## config.mk

```make
export PLATFORM = sky130hd
export DESIGN_NAME = fisher_yates_range_shuffle_core_flat
export DESIGN_NICKNAME = d
export VERILOG_FILES = /design/src/rtl/fyrs_pkg.sv /design/src/rtl/fyrs_if.sv /design/src/rtl/fisher_yates_range_shuffle_core.sv /design/src/rtl/fyrs_ram.sv /design/src/flat_wrapper.sv
export SDC_FILE = /design/constraint.sdc
export NUM_CORES = 1
export LEC_CHECK = 0
export ABC_AREA = 1
export BUFFER_PORTS_ARGS = -buffer_cell sky130_fd_sc_hd__clkbuf_2
export CORE_ASPECT_RATIO = 1.4
export CORE_MARGIN = 5
export CORE_UTILIZATION = 57
export CTS_BUF_LIST = sky130_fd_sc_hd__clkbuf_8
export CTS_CLUSTER_SIZE = 8
export DETAILED_ROUTE_END_ITERATION = 8
export GPL_TIMING_DRIVEN = 0
export MAX_ROUTING_LAYER = met4
export PLACE_DENSITY = 0.78
export SLEW_MARGIN = 20
export SYNTH_ARGS = -nofsm -noshare
export SYNTH_HDL_FRONTEND = slang
export SYNTH_SLANG_ARGS = --single-unit
```

## constraint.sdc

```tcl
create_clock -name clk -period 4.05 [get_ports clk]
set_input_delay 0.2025 -clock clk [delete_from_list [all_inputs] [get_ports clk]]
set_output_delay 0.2025 -clock clk [all_outputs]
set_load 0.05 [all_outputs]
```

## src/rtl/fyrs_pkg.sv

```systemverilog
// fyrs_pkg: shared types, codes and widths of the range shuffle core
`timescale 1ns / 1ps
package fyrs_pkg;

  // default number of store entries
  localparam int STORE_DEPTH_DEF = 52;

  // payload field widths
  localparam int CMD_W   = 1;
  localparam int WORD_W  = 31;
  localparam int FIELD_W = 6;

  // configuration port
  localparam int APB_DW = 32;
  localparam int APB_AW = 3;

  typedef logic [CMD_W-1:0] cmd_t;
  localparam cmd_t CMD_SHUFFLE = 1'b0;
  localparam cmd_t CMD_RESTORE = 1'b1;

  typedef logic [0:0] reg_idx_t;
  localparam reg_idx_t REG_LOW_INDEX  = 1'b0;
  localparam reg_idx_t REG_HIGH_INDEX = 1'b1;

  typedef enum logic [3:0] {
    S_IDLE,
    S_DIV,
    S_RD_TOP,
    S_RD_OTH,
    S_RD_LOW,
    S_WR_TOP,
    S_WR_OTH,
    S_EMIT1,
    S_EMIT2
  } fyrs_state_t;

endpackage

```

## src/rtl/fyrs_if.sv

```systemverilog
// fyrs_if: valid/ready channel interfaces for step items and results
`timescale 1ns / 1ps
interface fyrs_in_if import fyrs_pkg::*; ();
  logic                valid;
  logic                ready;
  logic [CMD_W-1:0]    command;
  logic [WORD_W-1:0]   random_word;

  modport source (output valid, output command, output random_word, input ready);
  modport sink   (input valid, input command, input random_word, output ready);
endinterface

interface fyrs_out_if import fyrs_pkg::*; ();
  logic                valid;
  logic                ready;
  logic [FIELD_W-1:0]  position;
  logic [FIELD_W-1:0]  entry_value;
  logic                last;

  modport source (output valid, output position, output entry_value, output last,
                  input ready);
  modport sink   (input valid, input position, input entry_value, input last,
                  output ready);
endinterface

```

## src/rtl/fisher_yates_range_shuffle_core.sv

```systemverilog
// fisher_yates_range_shuffle_core: range shuffle engine over a permutation store
`timescale 1ns / 1ps
// Durstenfeld shuffle over the store positions low_index..high_index. The store
// comes out of reset (and out of a restore command) in identity order; a valid
// flag per entry makes an entry that was never written read as its own index,
// so restore and reset take effect with no clearing pass.
// Each shuffle-step item brings one random word; the step reduces it modulo
// the live span (top - low + 1) with a restoring bit-serial remainder, one bit
// a cycle over the 31 bits, then swaps entries top and low + remainder through
// the store, one access a cycle: three reads (top, other, low), then two writes.
// The step transfers one result for position top, plus a second one flagged
// last for position low when the pass completes. After its transfer a step
// runs the remainder loop (S_DIV), the store accesses (S_RD_TOP to S_WR_OTH),
// then loads the first result (S_EMIT1) and the second (S_EMIT2), each once the
// output register is free; the next item is taken in S_IDLE after the last
// load. A restore or an empty-range step is handled at its transfer without
// leaving S_IDLE. The input is taken only between steps; a finished result may
// still wait in the output register while the next step is taken.
// All reads of a step finish before its writes, so no forwarding is needed.
module fisher_yates_range_shuffle_core
  import fyrs_pkg::*;
#(
  parameter int STORE_DEPTH = STORE_DEPTH_DEF
) (
  input  logic               clk,
  input  logic               rst_n,
  fyrs_in_if.sink            in_ch,
  fyrs_out_if.source         out_ch,
  input  logic               psel,
  input  logic               penable,
  input  logic               pwrite,
  input  logic [APB_AW-1:0]  paddr,
  input  logic [APB_DW-1:0]  pwdata,
  output logic [APB_DW-1:0]  prdata,
  output logic               pready
);

  // store address width, span width, and a roomy width for index compares
  localparam int AW  = $clog2(STORE_DEPTH);
  localparam int SW  = AW + 1;
  localparam int IW  = ((AW > FIELD_W) ? AW : FIELD_W) + 1;
  localparam int CW  = $clog2(WORD_W);

  // saturate a register index to the last store position
  function automatic logic [AW-1:0] clamp_idx(input logic [FIELD_W-1:0] v);
    logic [IW-1:0] ext;
    ext = IW'(v);
    if (ext >= IW'(STORE_DEPTH)) begin
      return AW'(STORE_DEPTH - 1);
    end
    return ext[AW-1:0];
  endfunction

  // configuration registers
  logic [FIELD_W-1:0] low_index_r;
  logic [FIELD_W-1:0] high_index_r;

  // control state
  fyrs_state_t        state_r, state_nxt;
  logic               pass_active_r;
  logic [AW-1:0]      top_r;
  logic [STORE_DEPTH-1:0] valid_r;
  logic               has2_r;

  // step datapath
  logic [AW-1:0]      low_r;
  logic [AW-1:0]      pos_r;
  logic [AW-1:0]      other_r;
  logic [SW-1:0]      span_r;
  logic [SW-1:0]      rem_r;
  logic [WORD_W-1:0]  word_r;
  logic [CW-1:0]      cnt_r;
  logic [AW-1:0]      val_top_r;
  logic [AW-1:0]      val_oth_r;
  logic [AW-1:0]      val_low_r;

  // store access
  logic               ram_we;
  logic [AW-1:0]      ram_waddr;
  logic [AW-1:0]      ram_wdata;
  logic [AW-1:0]      ram_raddr;
  logic [AW-1:0]      ram_q;
  logic               rd_valid_r;
  logic [AW-1:0]      rd_addr_r;
  logic [AW-1:0]      rd_data;

  // output register
  logic               out_valid_r;
  logic [FIELD_W-1:0] out_pos_r;
  logic [FIELD_W-1:0] out_val_r;
  logic               out_last_r;
  logic               out_load;

  // step set-up, evaluated at the input transfer
  logic               in_xfer;
  logic [AW-1:0]      low_c;
  logic [AW-1:0]      high_c;
  logic               pass_still;
  logic [AW-1:0]      start_top;
  logic               range_empty;

  // remainder step
  logic [SW:0]        rem_shift;
  logic [SW-1:0]      rem_next;

  // result values
  logic [AW-1:0]      top_dec;
  logic [AW-1:0]      res2_val;
  logic [IW-1:0]      pos_ext;
  logic [IW-1:0]      val_ext;

  fyrs_ram #(
    .WIDTH (AW),
    .DEPTH (STORE_DEPTH)
  ) u_store (
    .clk   (clk),
    .we    (ram_we),
    .waddr (ram_waddr),
    .wdata (ram_wdata),
    .raddr (ram_raddr),
    .rdata (ram_q)
  );

  // an entry never written since restore reads as its own position
  assign rd_data = rd_valid_r ? ram_q : rd_addr_r;

  // apb side: writes complete in the access phase, no wait states
  assign pready = 1'b1;

  always_comb begin
    unique case (reg_idx_t'(paddr[2]))
      REG_LOW_INDEX:  prdata = APB_DW'(low_index_r);
      REG_HIGH_INDEX: prdata = APB_DW'(high_index_r);
      default:        prdata = '0;
    endcase
  end

  always_ff @(posedge clk) begin
    if (!rst_n) begin
      low_index_r  <= '0;
      high_index_r <= FIELD_W'(51);
    end else if (psel && penable && pwrite && pready) begin
      unique case (reg_idx_t'(paddr[2]))
        REG_LOW_INDEX:  low_index_r  <= pwdata[FIELD_W-1:0];
        REG_HIGH_INDEX: high_index_r <= pwdata[FIELD_W-1:0];
        default: ;
      endcase
    end
  end

  // step set-up: a running pass continues only while top is above the live low
  assign in_xfer     = in_ch.valid && in_ch.ready;
  assign low_c       = clamp_idx(low_index_r);
  assign high_c      = clamp_idx(high_index_r);
  assign pass_still  = pass_active_r && (top_r > low_c);
  assign start_top   = pass_still ? top_r : high_c;
  assign range_empty = !pass_still && (high_c <= low_c);

  // restoring remainder, one word bit a cycle, msb first
  assign rem_shift = {rem_r, word_r[WORD_W-1]};
  assign rem_next  = (rem_shift >= {1'b0, span_r}) ? SW'(rem_shift - {1'b0, span_r})
                                                   : rem_shift[SW-1:0];

  assign top_dec  = top_r - AW'(1);
  // low after the swap holds the old top entry only when low was the partner
  assign res2_val = (other_r == low_r) ? val_top_r : val_low_r;

  // next state
  always_comb begin
    state_nxt = state_r;
    unique case (state_r)
      S_IDLE: begin
        if (in_xfer && in_ch.command == CMD_SHUFFLE && !range_empty) begin
          state_nxt = S_DIV;
        end
      end
      S_DIV: begin
        if (cnt_r == '0) begin
          state_nxt = S_RD_TOP;
        end
      end
      S_RD_TOP: state_nxt = S_RD_OTH;
      S_RD_OTH: state_nxt = S_RD_LOW;
      S_RD_LOW: state_nxt = S_WR_TOP;
      S_WR_TOP: state_nxt = S_WR_OTH;
      S_WR_OTH: state_nxt = S_EMIT1;
      S_EMIT1: begin
        if (out_load) begin
          state_nxt = has2_r ? S_EMIT2 : S_IDLE;
        end
      end
      S_EMIT2: begin
        if (out_load) begin
          state_nxt = S_IDLE;
        end
      end
      default: state_nxt = S_IDLE;
    endcase
  end

  // control outputs of the sequencer
  always_comb begin
    in_ch.ready = 1'b0;
    ram_we      = 1'b0;
    ram_waddr   = pos_r;
    ram_wdata   = val_oth_r;
    ram_raddr   = pos_r;
    out_load    = 1'b0;
    unique case (state_r)
      S_IDLE:   in_ch.ready = 1'b1;
      S_RD_TOP: ram_raddr = pos_r;
      S_RD_OTH: ram_raddr = other_r;
      S_RD_LOW: ram_raddr = low_r;
      S_WR_TOP: begin
        ram_we    = 1'b1;
        ram_waddr = pos_r;
        ram_wdata = val_oth_r;
      end
      S_WR_OTH: begin
        ram_we    = 1'b1;
        ram_waddr = other_r;
        ram_wdata = val_top_r;
      end
      S_EMIT1, S_EMIT2: out_load = !out_valid_r || out_ch.ready;
      default: ;
    endcase
  end

  // control registers
  always_ff @(posedge clk) begin
    if (!rst_n) begin
      state_r       <= S_IDLE;
      pass_active_r <= 1'b0;
      top_r         <= '0;
      valid_r       <= '0;
      has2_r        <= 1'b0;
      out_valid_r   <= 1'b0;
    end else begin
      state_r <= state_nxt;

      if (in_xfer) begin
        if (in_ch.command == CMD_RESTORE) begin
          pass_active_r <= 1'b0;
          top_r         <= '0;
          valid_r       <= '0;
        end else if (range_empty) begin
          pass_active_r <= 1'b0;
        end else begin
          pass_active_r <= 1'b1;
          top_r         <= start_top;
        end
      end

      if (ram_we) begin
        valid_r[ram_waddr] <= 1'b1;
      end

      // end of swap: retire top, close the pass when it meets low
      if (state_r == S_WR_OTH) begin
        top_r         <= top_dec;
        has2_r        <= (top_dec == low_r);
        pass_active_r <= (top_dec != low_r);
      end

      if (out_load) begin
        out_valid_r <= 1'b1;
      end else if (out_ch.ready) begin
        out_valid_r <= 1'b0;
      end
    end
  end

  // datapath registers
  always_ff @(posedge clk) begin
    rd_valid_r <= valid_r[ram_raddr];
    rd_addr_r  <= ram_raddr;

    if (in_xfer) begin
      low_r  <= low_c;
      pos_r  <= start_top;
      span_r <= SW'(start_top) - SW'(low_c) + SW'(1);
      word_r <= in_ch.random_word;
      rem_r  <= '0;
      cnt_r  <= CW'(WORD_W - 1);
    end

    if (state_r == S_DIV) begin
      rem_r  <= rem_next;
      word_r <= word_r << 1;
      cnt_r  <= cnt_r - CW'(1);
      if (cnt_r == '0) begin
        other_r <= AW'(SW'(low_r) + rem_next);
      end
    end

    unique case (state_r)
      S_RD_OTH: val_top_r <= rd_data;
      S_RD_LOW: val_oth_r <= rd_data;
      S_WR_TOP: val_low_r <= rd_data;
      default: ;
    endcase

    if (out_load) begin
      out_pos_r  <= pos_ext[FIELD_W-1:0];
      out_val_r  <= val_ext[FIELD_W-1:0];
      out_last_r <= (state_r == S_EMIT2);
    end
  end

  // result selection, widened so that narrow stores zero-extend
  always_comb begin
    if (state_r == S_EMIT2) begin
      pos_ext = IW'(low_r);
      val_ext = IW'(res2_val);
    end else begin
      pos_ext = IW'(pos_r);
      val_ext = IW'(val_oth_r);
    end
  end

  assign out_ch.valid       = out_valid_r;
  assign out_ch.position    = out_pos_r;
  assign out_ch.entry_value = out_val_r;
  assign out_ch.last        = out_last_r;

  // remainder stays reduced below the span throughout the loop
  a_rem_below_span: assert property (@(posedge clk) disable iff (!rst_n)
    state_r == S_DIV |-> rem_r < span_r)
    else $error("remainder not below span");

  // swap partner lies within the pass range
  a_partner_in_range: assert property (@(posedge clk) disable iff (!rst_n)
    state_r == S_WR_OTH |-> (other_r >= low_r) && (other_r <= pos_r))
    else $error("swap partner out of range");

  // restore leaves identity order and no pass
  a_restore_clears: assert property (@(posedge clk) disable iff (!rst_n)
    in_xfer && in_ch.command == CMD_RESTORE |=> !pass_active_r && valid_r == '0)
    else $error("restore did not clear state");

  // output register never overwritten while holding an untaken result
  a_no_overwrite: assert property (@(posedge clk) disable iff (!rst_n)
    out_load |-> !out_valid_r || out_ch.ready)
    else $error("result overwritten");

endmodule

```

## src/rtl/fyrs_ram.sv

```systemverilog
// fyrs_ram: generic single-write, single-read RAM with registered read data
`timescale 1ns / 1ps
module fyrs_ram #(
  parameter int WIDTH = 8,
  parameter int DEPTH = 64
) (
  input  logic                     clk,
  input  logic                     we,
  input  logic [$clog2(DEPTH)-1:0] waddr,
  input  logic [WIDTH-1:0]         wdata,
  input  logic [$clog2(DEPTH)-1:0] raddr,
  output logic [WIDTH-1:0]         rdata
);

  logic [WIDTH-1:0] mem [DEPTH];

  always_ff @(posedge clk) begin
    if (we) begin
      mem[waddr] <= wdata;
    end
    rdata <= mem[raddr];
  end

endmodule
```

## src/flat_wrapper.sv

```systemverilog
// flat-port wrapper written by rule: the top's interface ports become plain ports
module fisher_yates_range_shuffle_core_flat import fyrs_pkg::*;
#(
  parameter int STORE_DEPTH = STORE_DEPTH_DEF
)
  (clk, rst_n, psel, penable, pwrite, paddr, pwdata, prdata, pready, in_ch_valid, in_ch_command, in_ch_random_word, in_ch_ready, out_ch_valid, out_ch_position, out_ch_entry_value, out_ch_last, out_ch_ready);
  fyrs_in_if in_ch_i ();
  fyrs_out_if out_ch_i ();
  input  logic clk;
  input  logic rst_n;
  input  logic psel;
  input  logic penable;
  input  logic pwrite;
  input  logic [APB_AW-1:0] paddr;
  input  logic [APB_DW-1:0] pwdata;
  output logic [APB_DW-1:0] prdata;
  output logic pready;
  input wire logic [$bits(in_ch_i.valid)-1:0] in_ch_valid;
  input wire logic [$bits(in_ch_i.command)-1:0] in_ch_command;
  input wire logic [$bits(in_ch_i.random_word)-1:0] in_ch_random_word;
  output wire logic [$bits(in_ch_i.ready)-1:0] in_ch_ready;
  output wire logic [$bits(out_ch_i.valid)-1:0] out_ch_valid;
  output wire logic [$bits(out_ch_i.position)-1:0] out_ch_position;
  output wire logic [$bits(out_ch_i.entry_value)-1:0] out_ch_entry_value;
  output wire logic [$bits(out_ch_i.last)-1:0] out_ch_last;
  input wire logic [$bits(out_ch_i.ready)-1:0] out_ch_ready;
  assign in_ch_i.valid = in_ch_valid;
  assign in_ch_i.command = in_ch_command;
  assign in_ch_i.random_word = in_ch_random_word;
  assign in_ch_ready = in_ch_i.ready;
  assign out_ch_valid = out_ch_i.valid;
  assign out_ch_position = out_ch_i.position;
  assign out_ch_entry_value = out_ch_i.entry_value;
  assign out_ch_last = out_ch_i.last;
  assign out_ch_i.ready = out_ch_ready;
  fisher_yates_range_shuffle_core #(.STORE_DEPTH(STORE_DEPTH)) u_core (.clk(clk), .rst_n(rst_n), .in_ch(in_ch_i), .out_ch(out_ch_i), .psel(psel), .penable(penable), .pwrite(pwrite), .paddr(paddr), .pwdata(pwdata), .prdata(prdata), .pready(pready));
endmodule
```

==> impl_results.md <==
- Worst-skew pair later-pin latency: roughly 0.65 ns
- CTS clk-pin slew, worst paths: ~0.07 ns
- Met2 GRT Util: 0.514
- Core footprint: ~0.040 sq mm
- Maximum clock rate: ~260 MHz
- Cell area after synthesis: between 0.02 and 0.025 sq mm
- Top delay family on crit path: compound AO/OA/AOI/OAI gates
- GRT Residual Overflow: 0
- Layout cells sized above 1: 0.119
- Post-synth ARST share: 0
- Met1 Use GR: 0.306
- Die width: between 150 and 200 um
- Area growth from synthesis to layout: 14.7%
- Worst Setup SP: u_core.low_index_r[4]
- Worst vdd ir: between 0.0003 and 0.0004 V
- CTS H-tree lvls: 3
- Number of global-route vias before repair: between 15000 and 20000
- Final instance area: ~0.027 sq mm
- Placed cell area: roughly 0.025 sq mm
- Final worst setup slack: ~0.21 ns
- Crit end category: flip-flop
- Clock sink total: 501
- Synth area leaders: edfxtp_1, dfxtp_1, nand2_1
- Post-synth top area cell: edfxtp_1
- Setup violators final: 0
- Reg-to-Reg Start: u_core.low_index_r[4]
- Pre-CTS setup slack: -0.472 ns
- Longest Clk Path Bufs: 3
- Delay of the slowest critical-path stage: between 0.3 and 0.4 ns
- Slew HR: 0.403
- Largest net degree at the start of global routing: 30
- Total CTS buffers: 77
- WS Path Type: flip-flop to flip-flop
- Pre-antenna DRT Iters: 6
- WP buf/inv: 4
- Worst Path Max Fanout: 10
- Post-CTS setup buffers: 0
- Most numerous cell in the Yosys netlist: nand2_1
- Post-synth EDFFs: 410
- DPL Wire Length: about 47000 um
- HP Start: penable
- Yosys reg bits: 501
- Final hold violations: 0
- GRT Total Usage: 0.298
- Pwr/cell area: 436 mW/mm^2
- Clock skew: 0.0333 ns
- Worst Setup Start Kind: flip-flop
- Slew @ Worst Pin: 0.896 ns
- Final ANT Viol Nets: 0
- RSZ-0062 raised after global routing: true
- Area share of the largest cell type after synthesis: 0.533
- Yosys cell types: between 40 and 50
- First-pass GRT wire length: ~100000 um
- # Max-Cap Violations: 0
- Gr busiest metal: met2
- Via count: 17900
- Gpl congestion: between 1 and 1.5
- CTS root buffer: clkbuf_8
- Required @ worst endpoint: between 4 and 5 ns
- Post-DR vias/cell: around 5.7
- Initial Utilization: 0.576
- DRC viols: 0
- Met3 Use GR: 0.0491
- Post-Syn Instances: about 2300
- CTS tree: built
- Final period util: 0.948
- Most frequent cells after synthesis: nand2_1, edfxtp_1, inv_1, nand3_1, a21oi_1
- Worst min-delay path class: primary input to flip-flop
- Final Max Slew Viols: 0
- Drt wl/cell: between 20 and 25 um
- Die Footprint: about 0.045 sq mm
- Static Leakage: around 0.011 uW
- Die Y-Extent: about 250 um
- Routed WL: around 65000 um
- Post-synth top flop: edfxtp_1
- Status: finished clean
- Initial antenna violation count: 3
- Nets: 2675
- Worst path slowest cell: ha_1
- Num rows: 87
- Synth warnings: 0
- Syn_area_per_cell: approximately 9.9 sq um
- Filler cells: slightly above 3000
- Port Buf Inserts: 66
- Crit-path cells: nand2_1, inv_1, nor2_1, inv_1, ha_1, a21oi_1, o21a_1, o21ai_1, nand2_1, buf_2, nand2_1, o21ai_4, ha_1, ha_1, a21oi_1, inv_1, a31oi_2, o21ai_0, a21oi_1, xor2_1
- 1st-iter DRT viols: between 1500 and 2000
- Minimum clock period after layout: around 3.8 ns
- Crit path DAT: approximately 4.3 ns
- Io pins: between 100 and 150
- Sequential cell area fraction in the yosys report: 0.611
path summary, 6_finish.rpt:
path,end,slack [ns],depth (start not counted)
max,u_core.span_r[6],0.21,20
max reg2reg,u_core.span_r[6],0.21,20
min reg2reg,u_core.word_r[0],0.46,2
min,u_core.low_index_r[4],0.07,5
flip-flops by register name, indices dropped and copies added (netlist names), 7 cells and up:
register and cells:
u_core.valid_r 52, u_core.word_r 31, u_core.u_store.mem 312, u_core.span_r 7, u_core.rem_r 7
metal layers:
layer	vias to the layer above	wire length [um]
met5	-	0
met1	8346	22100
met2	927	32600
met4	0	5490
met3	293	4730
li1	8289	-
worst reg2reg max path: cells and delay by family (launching register included):
| family | cells | cell delay, ns |
|---|---|---|
| fa+ha+maj | 3 | 1.00 |
| simple gates | 4 | 0.49 |
| compound gates | 8 | 1.08 |
| xor+xnor | 1 | 0.23 |
| flops | 1 | 0.34 |
| buf+inv | 4 | 0.52 |
cells in the final DEF, fill, tap and decap left out, types with 27 or more instances in the layout:
cell type	Yosys	routed
nand2_1	465	464
edfxtp_1	410	410
inv_1	329	374
nand3_1	312	312
a21oi_1	136	135
dfxtp_1	91	91
nor2_1	90	88
clkbuf_8	0	82
o21ai_0	84	73
nand3b_1	70	70
clkbuf_2	0	68
clkbuf_1	55	52
buf_2	49	50
dlygate4sd3_1	0	47
ha_1	37	37
buf_4	33	33
a22o_1	29	29
conb_1	2	27
repair_timing:
item	CTS	global route
hold endpoints to repair	48	0
pin swaps	0	0
setup endpoints to repair	3	3
hold buffers	47	0
gates resized for setup	8	8
cloned	0	0
report_power, final:
part | internal, uW | total [uW] | switching (uW)
clock | 1870 | 3810 | 1940
combinational | 630 | 1930 | 1300
sequential | 5750 | 5840 | 82.6
total | 8250 | 11600 | 3320
logic make-up after synthesis:
kind of cell,after synthesis,share of synthesized area
DFF,501,0.611
muxes,6,0.00292
AOI/OAI and AO/OA,306,0.0764
and+or+nand+nor,970,0.191
buffers and inverters,484,0.0872
adders and majority gates,40,0.0226
other,2,0.000325
xor gates and xnor gates,22,0.00833
stage by stage:
step	hold WS, ns	utilization	total power (uW)	std cells	setup TNS (ns)
after floorplan	0.329	-	7210	2356	0
after global placement	0.436	0.603	7720	2956	-1192.12
after detailed placement	0.440	0.613	7790	2969	-0.747
after CTS	0.00408	0.659	11600	3153	0
after global routing	0.106	0.660	12100	3156	-0.117
final	0.0717	0.660	11600	3156	0
final cells by class:
class	count	area [sq um]	area share
tap	534	668	0.0252
timing repair buffer	126	1150	0.0434
buffer	144	744	0.0281
inverter	340	1280	0.0481
multi-input combinational	1371	7170	0.270
clock inverter	55	234	0.00883
sequential	501	14100	0.533
clock buffer	82	1130	0.0426
antenna	3	7.51	0.000283
Power figures use the tool's default switching activity.
